## src/rtl/assert_macros.svh

```systemverilog
// Assertion macros shared by the allocator RTL.
// Depends on nothing; included by the modules that check their own logic.
`ifndef ASSERT_MACROS_SVH
`define ASSERT_MACROS_SVH

// Checks that a condition holds in the same cycle as its trigger.
`define ASSERT_IMPLIES(lbl, clk, rst, trig, cond) \
  lbl: assert property (@(posedge clk) disable iff (rst) (trig) |-> (cond)) \
    else $error("allocator assertion failed");

// Checks that a condition holds in the cycle after its trigger.
`define ASSERT_NEXT(lbl, clk, rst, trig, cond) \
  lbl: assert property (@(posedge clk) disable iff (rst) (trig) |=> (cond)) \
    else $error("allocator assertion failed");

`endif

```

## src/rtl/pba_pkg.sv

```systemverilog
// Shared types, constants and helpers of the paged bump allocator.
// Depends on nothing; used by every allocator module but pba_ram.
package pba_pkg;

  localparam int NUM_PAGES = 64;
  localparam int PAGE_W    = $clog2(NUM_PAGES);
  localparam int CNT_W     = $clog2(NUM_PAGES + 1);
  localparam int FENCE_W   = 48;
  localparam int SIZE_W    = 24;
  localparam int PSIZE_W   = 25;
  localparam int ALIGN_W   = 5;
  localparam int WIDE_W    = 32;
  localparam int IDX_OUT_W = 6;
  localparam int STATUS_W  = 2;

  localparam logic [0:0] REQ_ALLOC   = 1'b0;
  localparam logic [0:0] REQ_CLEANUP = 1'b1;

  localparam logic [STATUS_W-1:0] ST_OK     = 2'd0;
  localparam logic [STATUS_W-1:0] ST_LARGE  = 2'd1;
  localparam logic [STATUS_W-1:0] ST_NOPAGE = 2'd2;

  // A classified request as it leaves the front end.
  typedef struct packed {
    logic [0:0]          req_type;
    logic [WIDE_W-1:0]   amask;
    logic [WIDE_W-1:0]   aligned;
    logic [SIZE_W-1:0]   granted;
    logic                oversize;
    logic [FENCE_W-1:0]  fence;
    logic [FENCE_W-1:0]  completed;
  } item_t;

  // One result as driven towards the ports.
  typedef struct packed {
    logic                 valid;
    logic [IDX_OUT_W-1:0] page;
    logic [SIZE_W-1:0]    offset;
    logic [SIZE_W-1:0]    granted;
    logic [STATUS_W-1:0]  status;
  } result_t;

  // Ring slot that lies n places after head.
  function automatic logic [PAGE_W-1:0] slot_after(input logic [PAGE_W-1:0] head,
                                                   input logic [CNT_W-1:0] n);
    logic [CNT_W:0] s;
    s = (CNT_W + 1)'(head) + (CNT_W + 1)'(n);
    if (s >= (CNT_W + 1)'(NUM_PAGES)) begin
      s = s - (CNT_W + 1)'(NUM_PAGES);
    end
    return s[PAGE_W-1:0];
  endfunction

endpackage

```

## src/rtl/pba_queue.sv

```systemverilog
// Two-entry queue of classified requests between front and back ends.
// Depends on pba_pkg.
module pba_queue (
  input  logic           clk,
  input  logic           rst,
  input  logic           push,
  input  pba_pkg::item_t push_item,
  input  logic           pop,
  output logic           full,
  output logic           not_empty,
  output pba_pkg::item_t head_item
);
  import pba_pkg::*;

  item_t      slots [2];
  logic       wr_ptr;
  logic       rd_ptr;
  logic [1:0] count;

  assign full      = count == 2'd2;
  assign not_empty = count != 2'd0;
  assign head_item = slots[rd_ptr];

  // Pointers and occupancy.
  always_ff @(posedge clk) begin
    if (rst) begin
      wr_ptr <= 1'b0;
      rd_ptr <= 1'b0;
      count  <= 2'd0;
    end else begin
      if (push) begin
        wr_ptr <= !wr_ptr;
      end
      if (pop) begin
        rd_ptr <= !rd_ptr;
      end
      count <= count + 2'(push) - 2'(pop);
    end
  end

  // Entry storage.
  always_ff @(posedge clk) begin
    if (push) begin
      slots[wr_ptr] <= push_item;
    end
  end

endmodule

```

## config.mk

```make
export PLATFORM = sky130hd
export DESIGN_NAME = pba_queue
export DESIGN_NICKNAME = d
export VERILOG_FILES = /design/src/rtl/assert_macros.svh /design/src/rtl/pba_pkg.sv /design/src/rtl/pba_queue.sv
export SDC_FILE = /design/constraint.sdc
export NUM_CORES = 1
export LEC_CHECK = 0
export BUFFER_PORTS_ARGS = -buffer_cell sky130_fd_sc_hd__buf_2
export CAP_MARGIN = 20
export CELL_PAD_IN_SITES_DETAIL_PLACEMENT = 1
export CELL_PAD_IN_SITES_GLOBAL_PLACEMENT = 2
export CORE_AREA = 5 5 197 199
export DETAILED_ROUTE_END_ITERATION = 16
export DIE_AREA = 0 0 202 204
export PLACE_DENSITY_LB_ADDON = 0.1
export SKIP_LAST_GASP = 1
export SYNTH_ARGS = -nofsm -noshare
export SYNTH_HDL_FRONTEND = slang
export SYNTH_SLANG_ARGS = --single-unit
export TNS_END_PERCENT = 10
```

## constraint.sdc

```tcl
create_clock -name clk -period 14.2 [get_ports clk]
set_input_delay 2.13 -clock clk [delete_from_list [all_inputs] [get_ports clk]]
set_output_delay 2.13 -clock clk [all_outputs]
set_load 0.05 [all_outputs]
```

==> results.txt, run 1 <==
- The run finished with clean final reports.
- Share of the clock period used by the worst path after layout: 39.1%
* Power density relative to cell area: 159 nW/um^2
- Cell Rows: 71
- Latest clock arrival within the worst-skew pair: 0.53 ns
* Critical path's top delay family: buffers and inverters
* Required time of the worst setup path: 12.07 ns
- Critical Path, Cell by Cell: buf_4, buf_4, mux2_4, buf_2
* Share of layout cells above drive strength 1: 60.4%
- Slew Limit Fails: 0
* Routed WL: 31.4 mm
- Violation count after the first detailed-routing iteration: 219
* Final weighted congestion in routability-driven placement: 0.734
- Seq. cell area: 11300 um^2
* DP HPWL: 21.3 mm
- Final setup TNS: 0 ns
- Die boundary height: 204 um
- Counting flops and latches in the post-synthesis netlist gives 377.
- Cell internal power was estimated by the tool at 2080 uW.
* H-tree depth: 2
* Post-CTS Resized: 0
- The cell count after synthesis came out at 600.
* Post-synthesis sequential area ratio: 79.3%
- Pin count of the biggest net entering global routing: 187
- Avg WL per Cell: 20.7 um
- Buffers added to address setup during post-CTS repair amount to 0.
- Overall fraction of global-route tracks in use: 14.6%
* Switching power share of the total: 26.7%
- Yosys Warn Count: 0
- # port buffers: 377
- Number of top-level pins: 378
- Buf/Inv on CP: 3
- Across the run, the number of max-cap violations was 0.
* Number of hold violations in the final report: 0
- Maximum cell stage delay along the critical path: 0.90 ns
- Number of detailed-route iterations in the first pass: 5
- Share of total power in sequential cells: 46.6%
- Layout overhead on the synthesized area: 25.9%
- Combinational power share: 17.1%
- Measured against its own limit, the worst slew margin works out to 17.1%.
* Die width: 202 um
- For the pin with the worst max-slew slack, the measured transition is 1.24 ns.
- Dividing the detail-routed via count by the number of cells gives 4.56.
- Critical path capture point type: primary output
- Quantity of hold-fixing buffers added after cts: 0
- Wire segments on met3 add up to 2.75 mm in the final route.
- Lkg Pwr: 0.00699 uW
* Die footprint: 41200 um^2
- Switching power: 759 uW
* Crit path arrival time: 3.42 ns
- Detail Route met2 WL: 16.0 mm
- Each instance of the synthesized netlist takes up on average 23.7 um^2.
* Synth cell types: 14
- Summing all multi-input logic gate instances after layout gives 2740 um^2.
- Leaving out fill and tap cells, the most frequent cells in the layout are buf_2 (377), edfxtp_1 (372), mux2_4 (140).
- Number of clock sinks: 377
- For this run the aggregate overflow at the end of global routing stands at 0.
* Library cell used as clock root buffer: clkbuf_16
- After layout, the worst setup slack is 8.65 ns.
* Register clock-pin slew on the reported worst setup and hold paths: 0.05 ns
* CTS tree: done
- First-pass GRT wire length: 45.5 mm
- After detailed routing, the number of remaining DRC violations is 0.
- Fill cells in the final layout number 3500.
- Total Power Consumption: 2840 uW
- In this design, the critical path's most frequently occurring cell is buf_4.
- The cell area that synthesis handed to floorplanning was 14200 um^2.
- The clock network is responsible for 36.4% of the overall power.
- In this run the top signal layer used is met5.
- Class of the most critical hold timing path: register to register
- Setup Viol. Count Final: 0
- Clock buffer depth: 3
- Setup Crit Path Kind: register to primary output
* Setup repair after global routing missed its margin: no
* Final antenna-violating net count: 0
- Initial antenna violation count: 10
- Crit-path slowest cell: buf_4
- Net total in the final layout: 1198
- Vias in the first global route: 7470
- Peak fanout along the critical path: 58
- The smallest clock period supported by the final layout is computed as 5.55 ns.
- At the end of the flow the core is filled with cells to 48.3%.
- Clock buffers created by TritonCTS: 42
- Routed via count: 6918
* Element type at the critical path start: register
- The worst-case IR drop observed on VDD is 107 uV.
- Timing would allow up to 180 MHz.
* Syn_nets: 792
- At the placement stage, the worst setup path has a slack of 9.13 ns.
- Routed met1 length: 12.0 mm
- Leaving out fill and tap cells, the most frequent cell in the layout is buf_2.
- Core area: 37000 um^2
- Initial cell density of the core: 38.4%
* Worst clock skew on the final layout: 0.0107 ns
-- worst paths after layout --
| path | start | to | slack, ns | depth (start not counted) |
|---|---|---|---|---|
| min | rd_ptr | rd_ptr | 0.52 | 2 |
| min reg2reg | rd_ptr | rd_ptr | 0.52 | 2 |
| max | register | head_item[144] | 8.65 | 4 |
| max reg2reg | wr_ptr | slots[1][45] | 11.83 | 2 |
-- registers in the layout (all words and copies together), names as in the netlist, named ones only --
signal  cells
slots     372
wr_ptr      1
count       2
rd_ptr      1
-- through the flow --
stage	hold WS, ns	instance area, um^2	std cells
finish	0.515	17900	1517
CTS	0.522	17900	1513
floorplan	0.480	14200	600
global route	0.575	17900	1514
global placement	0.500	16600	1436
detailed placement	0.504	16600	1436
-- kinds of logic after synthesis --
| family | share of synthesized area (%) |
|---|---|
| xor+xnor | 0.282 |
| fa+ha+maj | 0.176 |
| buf+inv | 1.54 |
| flops | 79.3 |
| mux | 18.4 |
| simple gates | 0.326 |
-- power by group through the flow --
stage / sequential, uW / combinational [uW] / clock, uW
finish: 1320 / 484 / 1030
global route: 1330 / 508 / 1120
CTS: 1320 / 494 / 1070
detailed placement: 1350 / 493 / 0
global placement: 1350 / 490 / 0
floorplan: 1350 / 381 / 0
-- cell type report --
| cell class | instances | share of cell area [%] |
|---|---|---|
| sequential | 377 | 63.0 |
| multi-input combinational | 200 | 15.3 |
| timing repair buffer | 383 | 10.9 |
| clock buffer | 62 | 6.81 |
| tap | 474 | 3.31 |
| clock inverter | 15 | 0.643 |
| antenna | 4 | 0.0559 |
| inverter | 2 | 0.0419 |
-- worst reg2reg max path, stage by stage (launching register included) --
cell and delay, ns:
dfxtp_1 0.41, and2_4 0.59, buf_4 0.93
-- layer usage --
layer  track usage [%]  vias up
met4              3.88       14
li1                  -     3222
met1              16.6     3400
met3              6.33       55
met5                 0        -
met2              25.3      227
-- synthesized netlist by cell type --
cell type,number,area [um^2]
edfxtp_1,372,11200
mux2_2,46,518
buf_6,17,191
dfxtp_1,5,100
nor2b_1,3,18.8
xnor2_1,2,17.5
ha_1,2,25.0
buf_2,4,20.0
xnor3_1,1,22.5
and2_1,1,6.26
mux2_4,140,2100
inv_1,2,7.51
nor2_1,4,15.0
or2_2,1,6.26
Note: power is estimated with default switching activity, not from simulation.
==> run 2, diff against run 1 <==
- clock period: 14.2 -> 5.7 ns (I/O delays scaled with it)
==> run 2 against run 1 <==
Compared with the run above: critical path depth shrank 1; non-clock buffer count grew 1; final area down 0.43%; largest cell class unchanged; largest power group unchanged; highest routed layer unchanged.
==> results.txt, run 2 (synthesized netlist as in run 1, its figures left out) <==
- Layout overhead on the synthesized area: 25.4%
- Area used by multi-input combinational logic: 2740 um^2
- Number of top-level pins: 378
* Routed WL: 31.6 mm
- Crit path arrival time: 2.81 ns
- Slew Limit Fails: 0
- In this run the critical register-to-register path is launched from wr_ptr.
- The die covers 41200 um^2.
* Initial cell density of the core: 38.4%
- Library cell used as clock root buffer: clkbuf_16
- Largest register by flop count: slots
- Worst relative slew slack: 28.3%
- TritonCTS built the clock tree.
- The largest single stage delay on the critical path is 1.04 ns.
* Final antenna-violating net count: 0
* Reg2reg path depth: 2
- Largest voltage drop on the vdd net: 277 uV
* Quantity of hold-fixing buffers added after cts: 0
- Cell total after placement: 1437
* H-tree depth: 2
* Number of hold violations in the final report: 0
- The worst setup path is launched from a register.
- The worst hold path terminates at slots[0][125].
- Clock buffers created by TritonCTS: 41
- Endpoint of the most critical register-to-register path: slots[1][121]
* Worst Tran Pin Value: 1.07 ns
- DP HPWL: 21.5 mm
- The register with the most flip-flops in the layout has 372 of them.
- Critical path capture point type: primary output
* Initial antenna violation count: 10
* Share of the clock period used by the worst path after layout: 64.4%
* Required time of the worst setup path: 4.85 ns
- Summed over all layers, the global routing overflow is 0.
- Of the cells placed in the final design, the portion with a size suffix greater than 1 is 60.4%.
* Setup Viol. Count Final: 0
- Critical Path, Cell by Cell: buf_12, mux2_2, buf_2
- The worst register-to-register path has a setup slack of 3.37 ns.
- Pin count of the biggest net entering global routing: 108
- Startpoint of the most critical hold path: push_item[125]
* Lkg Pwr: 0.00695 uW
* Core area: 37000 um^2
- Cell count of the worst hold path: 1
- Once the clock tree was built, the resizer swapped 0 gates to a different size.
* Setup repair after global routing missed its margin: no
- Dividing the detail-routed via count by the number of cells gives 4.61.
- Vias in the first global route: 7589
- Violation count after the first detailed-routing iteration: 279
- Cell Count, Final, Fillers Out: 1510
* Commonest cells after routing, fill and taps aside: buf_2 (377), edfxtp_1 (372), mux2_4 (140)
- Peak fanout along the critical path: 74
- Seq. cell area: 11300 um^2
- In this run the deepest clock path goes through 3 buffers.
* Max Clock Freq: 273 MHz
- In this run the vertical extent of the chip is 204 um.
* Final worst path period need: 3.67 ns
* Power density relative to cell area: 388 nW/um^2
* Overall fraction of global-route tracks in use: 14.7%
* Routed via count: 6954
- Number of clock sinks: 377
- Commonest non-fill, non-tap cell in the layout: buf_2
* Latest clock arrival within the worst-skew pair: 0.53 ns
- The largest registers in the layout are slots x372, count x2.
* Final weighted congestion in routability-driven placement: 0.717
- After detailed routing, the average wire length per cell comes to 20.9 um.
- Adding up every negative setup slack in the final design gives 0 ns.
- Number of filler cells placed in the layout: 3478
* Worst clock skew on the final layout: 0.0102 ns
- For this run, the post-layout net count is 1198.
- The initialized floorplan defines 71 standard-cell rows.
* Max-cap violations: 0
- Class of the most critical hold timing path: input pin to register
* Result of the run: finished, final reports clean
* Number of buffers inserted to repair setup after CTS: 0
* # port buffers: 377
- The first global-routing pass estimated 45.9 mm of wire.
* Die width: 202 um
* Setup Crit Path Kind: register to primary output
* Drt drc: 0
- The first detailed-routing pass took 4 iterations.
* Crit-path slowest cell: dfxtp_4
- Clock-pin slew was measured on the worst setup and hold paths at 0.06 ns.
## run 2: where the power goes
group          internal (uW)  switching, uW
Sequential              3240           61.5
Combinational            378            826
Clock                   1420            987
## run 2: how the worst max path moves through the flow
stage	startpoint	endpoint	cells after the start
detailed placement	register	head_item[27]	3
global route	register	head_item[1]	3
CTS	register	head_item[36]	3
finish	register	head_item[2]	3
floorplan	push	slots[1][0]	1
global placement	register	head_item[1]	3
## run 2: through the flow
step / worst slack (ns) / util (%) / power, uW / instance area, um^2 / hold WS (ns)
2_1_floorplan: 0.0762 / - / 4300 / 14200 / 0.480
3_3_place_gp: 2.55 / 44.8 / 4570 / 16600 / 0.496
3_5_place_dp: 2.53 / 44.8 / 4590 / 16600 / 0.502
4_1_cts: 1.97 / 48.1 / 7020 / 17800 / 0.483
5_1_grt: 1.89 / 48.1 / 7200 / 17800 / 0.483
6_report: 2.03 / 48.1 / 6910 / 17800 / 0.512
## run 2: per-layer routing
layer	vias to the layer above	track usage (%)	share of wire, %
li1	3208	-	-
met1	3435	16.8	38
met2	227	25.3	50
met3	70	6.06	8.8
met4	14	4.44	2.4
met5	-	0	0.32
## run 2: worst max-delay path: cells and delay by family (launching register included)
family                 cells  cell delay [ns]
multiplexers               1             0.40
buffers and inverters      2             0.72
flip-flops                 1             1.04
## run 2: layout make-up
cell class / count / share of cell area [%]
repair buffers: 384 / 11.2
inverters: 2 / 0.0421
diodes: 3 / 0.0421
flip-flops and latches: 377 / 63.2
clock inverters: 15 / 0.526
well taps: 474 / 3.33
clock buffers: 55 / 6.29
multi-input cells: 200 / 15.4
