--- src/rtl/assert_macros.svh ---
// Assertion macros shared by the allocator RTL.
// Depends on nothing; included by the modules that check their own logic.
`ifndef ASSERT_MACROS_SVH
`define ASSERT_MACROS_SVH

// Checks that a condition holds in the same cycle as its trigger.
`define ASSERT_IMPLIES(lbl, clk, rst, trig, cond) \
  lbl: assert property (@(posedge clk) disable iff (rst) (trig) |-> (cond)) \
    else $error("allocator assertion failed");

// Checks that a condition holds in the cycle after its trigger.
`define ASSERT_NEXT(lbl, clk, rst, trig, cond) \
  lbl: assert property (@(posedge clk) disable iff (rst) (trig) |=> (cond)) \
    else $error("allocator assertion failed");

`endif

--- src/rtl/pba_pkg.sv ---
// Shared types, constants and helpers of the paged bump allocator.
// Depends on nothing; used by every allocator module but pba_ram.
package pba_pkg;

  localparam int NUM_PAGES = 64;
  localparam int PAGE_W    = $clog2(NUM_PAGES);
  localparam int CNT_W     = $clog2(NUM_PAGES + 1);
  localparam int FENCE_W   = 48;
  localparam int SIZE_W    = 24;
  localparam int PSIZE_W   = 25;
  localparam int ALIGN_W   = 5;
  localparam int WIDE_W    = 32;
  localparam int IDX_OUT_W = 6;
  localparam int STATUS_W  = 2;

  localparam logic [0:0] REQ_ALLOC   = 1'b0;
  localparam logic [0:0] REQ_CLEANUP = 1'b1;

  localparam logic [STATUS_W-1:0] ST_OK     = 2'd0;
  localparam logic [STATUS_W-1:0] ST_LARGE  = 2'd1;
  localparam logic [STATUS_W-1:0] ST_NOPAGE = 2'd2;

  // A classified request as it leaves the front end.
  typedef struct packed {
    logic [0:0]          req_type;
    logic [WIDE_W-1:0]   amask;
    logic [WIDE_W-1:0]   aligned;
    logic [SIZE_W-1:0]   granted;
    logic                oversize;
    logic [FENCE_W-1:0]  fence;
    logic [FENCE_W-1:0]  completed;
  } item_t;

  // One result as driven towards the ports.
  typedef struct packed {
    logic                 valid;
    logic [IDX_OUT_W-1:0] page;
    logic [SIZE_W-1:0]    offset;
    logic [SIZE_W-1:0]    granted;
    logic [STATUS_W-1:0]  status;
  } result_t;

  // Ring slot that lies n places after head.
  function automatic logic [PAGE_W-1:0] slot_after(input logic [PAGE_W-1:0] head,
                                                   input logic [CNT_W-1:0] n);
    logic [CNT_W:0] s;
    s = (CNT_W + 1)'(head) + (CNT_W + 1)'(n);
    if (s >= (CNT_W + 1)'(NUM_PAGES)) begin
      s = s - (CNT_W + 1)'(NUM_PAGES);
    end
    return s[PAGE_W-1:0];
  endfunction

endpackage

--- src/rtl/pba_front.sv ---
// Front end: takes a request, rounds the size to its alignment and flags large ones.
// Depends on pba_pkg.
module pba_front (
  input  logic                          clk,
  input  logic                          rst,
  input  logic                          accept,
  input  logic [0:0]                    req_type,
  input  logic [pba_pkg::SIZE_W-1:0]    alloc_size,
  input  logic [pba_pkg::ALIGN_W-1:0]   align_log2,
  input  logic [pba_pkg::FENCE_W-1:0]   fence_value,
  input  logic [pba_pkg::FENCE_W-1:0]   completed_fence,
  input  logic [pba_pkg::PSIZE_W-1:0]   page_size,
  input  logic                          q_full,
  output logic                          push,
  output pba_pkg::item_t                item
);
  import pba_pkg::*;

  logic              held;
  logic [WIDE_W-1:0] amask;
  logic [WIDE_W-1:0] aligned;

  // Alignment mask and rounded size.
  always_comb begin
    amask   = (WIDE_W'(1) << align_log2) - WIDE_W'(1);
    aligned = (WIDE_W'(alloc_size) + amask) & ~amask;
  end

  assign push = held && !q_full;

  // Capture the classified request until the queue takes it.
  always_ff @(posedge clk) begin
    if (rst) begin
      held <= 1'b0;
    end else if (accept) begin
      held <= 1'b1;
    end else if (push) begin
      held <= 1'b0;
    end
    if (accept) begin
      item.req_type  <= req_type;
      item.amask     <= amask;
      item.aligned   <= aligned;
      item.granted   <= (aligned > WIDE_W'(24'hFF_FFFF)) ? 24'hFF_FFFF
                                                         : aligned[SIZE_W-1:0];
      item.oversize  <= aligned > WIDE_W'(page_size);
      item.fence     <= fence_value;
      item.completed <= completed_fence;
    end
  end

endmodule

--- config.mk ---
export PLATFORM = sky130hd
export DESIGN_NAME = pba_front
export DESIGN_NICKNAME = d
export VERILOG_FILES = /design/src/rtl/assert_macros.svh /design/src/rtl/pba_pkg.sv /design/src/rtl/pba_front.sv
export SDC_FILE = /design/constraint.sdc
export NUM_CORES = 1
export LEC_CHECK = 0
export BUFFER_PORTS_ARGS = -buffer_cell sky130_fd_sc_hd__buf_2
export CORE_UTILIZATION = 25
export CTS_CLUSTER_DIAMETER = 50
export CTS_CLUSTER_SIZE = 10
export DETAILED_ROUTE_END_ITERATION = 10
export PLACE_DENSITY = 0.44
export SLEW_MARGIN = 40
export SYNTH_ARGS = -nofsm -noshare
export SYNTH_HDL_FRONTEND = slang
export SYNTH_SLANG_ARGS = --single-unit
export TNS_END_PERCENT = 20
--- constraint.sdc ---
create_clock -name clk -period 17.68 [get_ports clk]
set_input_delay 0.884 -clock clk [delete_from_list [all_inputs] [get_ports clk]]
set_output_delay 0.884 -clock clk [all_outputs]
set_load 0.02 [all_outputs]
==> results of run 1 <==
## metal layers
metal	wire, microns	vias to the layer above	track usage
met1	12490	3176	0.2014
met5	0	-	0
met3	1983	11	0.04597
li1	-	3117	-
met2	15250	242	0.2983
met4	165	0	0.02932
## worst paths after layout
check / startpoint / to / slack (ns) / depth (start not counted)
setup / recovery: align_log2[4] / item[96]$_DFFE_PP_ / 10.59 / 24
hold / removal: held$_SDFFE_PP0P_ / held$_SDFFE_PP0P_ / 0.49 / 2
setup reg to reg: held$_SDFFE_PP0P_ / held$_SDFFE_PP0P_ / 17.10 / 2
hold reg to reg: held$_SDFFE_PP0P_ / held$_SDFFE_PP0P_ / 0.49 / 2
## Yosys cell counts, drive strengths merged (2+ instances only)
| library cell | instances |
|---|---|
| o21ai | 47 |
| a21oi | 40 |
| clkbuf | 16 |
| a211oi | 6 |
| a21boi | 2 |
| nor3 | 3 |
| xor2 | 10 |
| nor3b | 2 |
| a31o | 2 |
| nor2 | 53 |
| inv | 41 |
| o21a | 5 |
| or2b | 2 |
| and2 | 11 |
| nand4 | 7 |
| a22o | 2 |
| or2 | 4 |
| a21o | 15 |
| a221o | 3 |
| a31oi | 7 |
| o211ai | 4 |
| nand2 | 48 |
| a2111oi | 3 |
| nor2b | 7 |
| xnor2 | 11 |
| buf | 4 |
| and3 | 6 |
| or4 | 2 |
| nand3 | 13 |
| ha | 52 |
| nand2b | 19 |
| or3 | 2 |
| nor4 | 2 |
| edfxtp | 186 |
## critical path: cells and delay by family
kind | cells | cell delay [ns]
buffers and inverters | 1 | 0.26
AND/OR/NAND/NOR | 8 | 2.06
XOR/XNOR | 1 | 0.17
adder cells (fa/ha/maj) | 3 | 1.05
AO/OA/AOI/OAI | 11 | 2.83
## per-stage QoR
stage / area (sq um) / power (uW) / hold WS (ns)
after floorplan: 8583 / 708.2 / 0.4433
after global placement: 10780 / 820.5 / 0.4688
after detailed placement: 10800 / 820.3 / 0.4740
after CTS: 11400 / 1224 / 0.4918
after global routing: 11400 / 1259 / 0.5585
final: 11400 / 1204 / 0.4873
## cell type report
type	count	area, sq um	area share
clock buffer	17	425.4	0.03733
tap	448	560.5	0.04919
sequential	187	5605	0.4919
timing repair buffer	342	1738	0.1525
inverter	41	153.9	0.01350
clock inverter	14	175.2	0.01537
multi-input combinational	408	2738	0.2402
## where the power goes
| part | switching (uW) | total (uW) | internal [uW] | leakage [uW] |
|---|---|---|---|---|
| sequential | 11.3 | 549 | 538 | 0.00182 |
| clock | 195 | 399 | 204 | 0.000291 |
| combinational | 170 | 256 | 86.0 | 0.00282 |
## state kept, by name, indices dropped and copies added, names as in the netlist
register	count
held	1
item	186
## logic make-up (layout without fill, tap and decap cells)
| group | Yosys count | after routing | synth area share |
|---|---|---|---|
| and+or+nand+nor | 182 | 182 | 0.1036 |
| buffers and inverters | 61 | 414 | 0.02799 |
| xor gates and xnor gates | 21 | 21 | 0.02143 |
| other | 1 | 1 | 0.0004369 |
| AOI/OAI and AO/OA | 150 | 150 | 0.1141 |
| DFF | 187 | 187 | 0.6531 |
| adders and majority gates | 53 | 53 | 0.07813 |
| muxes | 1 | 1 | 0.001166 |
==> impl_metrics.tcl, run 1 <==
set metrics [dict create \
    synth_cells 656 \
    ys_seq_area_frac 0.6531 \
    fin_crit_ns 7.085 \
    grt_pass1_vias 6398 \
    setup_tns_ns 0 \
    dp_slack_ns 10.28 \
    layout_commonest_cell "buf_2" \
    worstSetupEndpointType "flop" \
    die_x_microns 187.3 \
    dp_hpwl_mm 23.49 \
    status "finished clean" \
    synth_area_sq_mm 0.008583 \
    fillCellCount 3445 \
    synth-seq-cells 187 \
    arrival_ns 7.26 \
    wl_per_cell_microns 20.51 \
    post_cts_resized 0 \
    async_flop_share 0 \
    syn_area_per_cell_sq_um 13.08 \
    synth_edf_count 186 \
    hp-class "flop to flop" \
    power.density_mw_per_mm2 105.7 \
    numCtsBuffers 17 \
    fmax_mhz 141.1 \
    initial_core_util 0.2553 \
    wl_mm 29.88 \
    timing.max_cap.violations 0 \
    drt-initial-drc-count 311 \
    antenna_found_initial 0 \
    yosysWarnings 0 \
    diodes 0 \
    finalMaxSlewViolations 0 \
    cpMaxStageDelayCell "o21ai_0" \
    power.leakage_uw 0.004927 \
    ant_nets 0 \
    layoutNonFillerInstCount 1457 \
    setup_ws_ns 10.59 \
    io_buffers 341 \
    setup_violations 0 \
    synth-main-ff-cell "edfxtp_1" \
    hold_viol 0 \
    gp_congestion 0.8756 \
    skew_ns 0 \
    final_layout_size_suffix_gt1_frac 0.3835 \
    fp.dieArea_sq_mm 0.03508 \
    num_vias 6546 \
    critPathMaxStageDelay_ns 0.48 \
    cts.sinks 187 \
    worst-slew-pin-transition_ns 0.7265 \
    synth_cell_type_count 61 \
    die_y_microns 187.3 \
    cts_root_buffer "clkbuf_16" \
    dp.cells 1426 \
    grt_pass1_wl_mm 42.64 \
    post-route-util 0.3390 \
    postCtsHoldBufs 0 \
    path_clk_slew_ns 0.07 \
    coreArea_sq_mm 0.03362 \
    path_cells "buf_2, nor3_4, nand2_1, ha_1, nor2_1, a21oi_1, o21ai_0, ha_1, nand2_1, nor4_1, o21ai_0, a211oi_1, nor2_1, xor2_1, nor2_1, ha_1, a2111oi_0, o221ai_1, o211ai_1, o21ai_0, a2111oi_1, a221o_1, a31oi_1, or4_1" \
    layout_common_cells "buf_2 (340), edfxtp_1 (186), nor2_1 (53)" \
    synth_top_cell_by_area "edfxtp_1" \
    drt_pass1_iterations 5 \
    io-pin-count 342 \
    critPathLaunchType "input port" \
    yosys.area.top_type_share 0.6507 \
    nets 1205 \
    via_per_inst 4.493 \
    rsz0062_at_grt "no" \
    cts_buffer_depth 2 \
    clk_latency_ns 0.42 \
    drc_errors 0 \
    min_period_over_period 0.4008 \
    vdd_ir_drop_max_mv 0.06375 \
    critPathRequiredTime_ns 17.85 \
    relSlewSlack 0.5157 \
    cp_max_fo 27 \
    synth_area_leaders "edfxtp_1 (65%), ha_1 (7.6%), o21ai_0 (2.6%), nor2_1 (2.3%), a21oi_1 (2.3%)" \
    critical_path_class "input port to flop" \
    area_delta_synth_final_pct 32.77 \
    rows 67 \
    post-cts-setup-buffers 0 \
    grt_max_degree 112 \
    h-tree-depth 4 \
    synth_fp_nets 864 \
    grtUsageTotal 0.1671 \
    grt_overflow 0 \
    cts_tree "built" \
]
(Power assumes the default switching activity.)
==> run 2: changes to the inputs <==
PLACE_DENSITY = 0.45   (was 0.44)
clock period = 6 ns   (was 17.68 ns; I/O delays follow)
==> run 2 against run 1 <==
Largest power group unchanged; utilization grew 0.55 points; highest routed layer is now met5; final cell count grew 1.7%; sequential cell count is the same; sequential power grew to 3.0 times the previous value; sequential share of layout area shrank 0.78 points; power grew to 2.9 times the previous value; clock-buffer cell count grew 1; critical path depth shrank 1; register-to-register slack lost 12 ns; via count grew 0.29%.
==> impl_metrics.tcl, run 2 (synthesis gave the netlist of run 1 again) <==
set metrics [dict create \
    cts_tree "built" \
    cts_root_buffer "clkbuf_16" \
    hold_viol 0 \
    io-pin-count 342 \
    r2r-start "held$_SDFFE_PP0P_" \
    gp_congestion 0.8523 \
    initial_core_util 0.2553 \
    path_cells "buf_2, nor3_4, nand2_1, ha_1, or2_2, o32a_1, o21ai_0, ha_1, nand2_1, or4_1, o21ai_1, a41o_1, xnor2_1, nor2_1, ha_1, a21o_1, a21o_1, a21oi_1, o21ai_0, a2111oi_2, a221o_1, a31oi_1, or4_1" \
    final_layout_size_suffix_gt1_frac 0.3994 \
    finalMaxSlewViolations 0 \
    power.leakage_uw 0.005039 \
    via_per_inst 4.430 \
    dp_hpwl_mm 23.42 \
    critical_path_class "input port to flop" \
    relSlewSlack 0.5227 \
    area_delta_synth_final_pct 34.91 \
    arrival_ns 5.58 \
    cts.sinks 187 \
    cp_max_fo 6 \
    wl_per_cell_microns 19.80 \
    top_regs "item x186, held x1" \
    fin_area_sq_mm 0.01158 \
    skew_ns 0 \
    grt_pass1_wl_mm 42.77 \
    hold_path.startpoint "completed_fence[10]" \
    critPathMaxStageDelay_ns 0.49 \
    ff2ff_setup_slack_ns 5.43 \
    nets 1229 \
    io_buffers 341 \
    antenna_found_initial 3 \
    largest_register_ffs 186 \
    timing.max_cap.violations 0 \
    cts_buffer_depth 2 \
    cp_common_cell "ha_1" \
    worstSetupEndpointType "flop" \
    drt-initial-drc-count 380 \
    wl_mm 29.35 \
    num_vias 6565 \
    layout_commonest_cell "buf_2" \
    h-tree-depth 4 \
    critPathRequiredTime_ns 6.16 \
    grt_max_degree 71 \
    layout_common_cells "buf_2 (340), edfxtp_1 (186), nor2_1 (52), ha_1 (52), nand2_1 (48)" \
    top_register "item" \
    status "finished clean" \
    numCtsBuffers 17 \
    coreArea_sq_mm 0.03362 \
    place_area_sq_mm 0.01096 \
    grt_pass1_vias 6569 \
    die_y_microns 187.3 \
    ant_nets 0 \
    grtUsageTotal 0.1668 \
    dp_slack_ns -0.06504 \
    power.density_mw_per_mm2 306.8 \
    rsz0062_at_grt "no" \
    die_x_microns 187.3 \
    startpoint "align_log2[4]" \
    fp.dieArea_sq_mm 0.03508 \
    fillCellCount 3398 \
    critPathLaunchType "input port" \
    drt_pass1_iterations 4 \
    fin_crit_ns 5.415 \
    rows 67 \
    setup_violations 0 \
    setup_ws_ns 0.5852 \
    vdd_ir_drop_max_mv 0.1880 \
    fmax_mhz 184.7 \
    grt_overflow 0 \
    drc_errors 0 \
    worst-slew-pin-transition_ns 0.7159 \
    path_clk_slew_ns 0.08 \
    setup_tns_ns 0 \
    min_period_over_period 0.9025 \
    clk_latency_ns 0.42 \
    diodes 0 \
    cpMaxStageDelayCell "or4_1" \
    hp-class "input port to flop" \
]
-- run 2: cell count changes in the layout (fill, tap and decap cells not counted), sizes merged --
cell,delta
clkinv,-1
buf,+23
inv,+1
dlygate4sd3,+1
clkbuf,+1
-- run 2: cell type report --
cell class	instances	area [sq um]	area share
Sequential cell	187	5605	0.4841
Tap cell	448	560.5	0.04841
Inverter	41	153.9	0.01329
Multi-Input combinational cell	408	2751	0.2376
Clock buffer	18	429.2	0.03706
Clock inverter	14	170.2	0.01469
Timing Repair Buffer	366	1909	0.1649
-- run 2: metal layers --
layer,share of wire,global-route usage,vias to the layer above
li1,-,-,3162
met1,0.42,0.2020,3150
met2,0.50,0.2904,223
met3,0.059,0.04540,26
met4,0.015,0.04319,4
met5,0.00092,0,-
-- run 2: worst paths after layout --
kind                        end  cells after the start
min reg2reg   held$_SDFFE_PP0P_                      2
max          item[96]$_DFFE_PP_                     23
max reg2reg   held$_SDFFE_PP0P_                      2
min          item[10]$_DFFE_PP_                      1
-- run 2: what timing repair did --
item                       4_1_cts  5_1_grt
hold buffers                     1        0
setup buffers                    0        0
setup endpoints to repair        0        1
hold endpoints to repair         1        0
gates resized for setup          0        5
-- run 2: where the power goes --
| part | switching (uW) | internal (uW) | total [uW] |
|---|---|---|---|
| Clock | 562 | 602 | 1160 |
| Combinational | 505 | 268 | 773 |
| Sequential | 30.5 | 1590 | 1620 |
-- run 2: through the flow --
stage	total power (uW)	hold WS [ns]	cells	util
after floorplan	2087	0.3724	656	-
after global placement	2426	0.4618	1449	0.3258
after detailed placement	2426	0.4610	1449	0.3259
after CTS	3599	0.01311	1482	0.3441
after global routing	3721	0.008179	1482	0.3445
final	3552	0.03431	1482	0.3445
-- run 2: worst max-delay path, delay by kind of cell --
kind / cells / cell delay (ns)
AO/OA/AOI/OAI: 11 / 2.57
AND/OR/NAND/NOR: 7 / 1.75
adder cells (fa/ha/maj): 3 / 0.71
XOR/XNOR: 1 / 0.14
buffers and inverters: 1 / 0.12
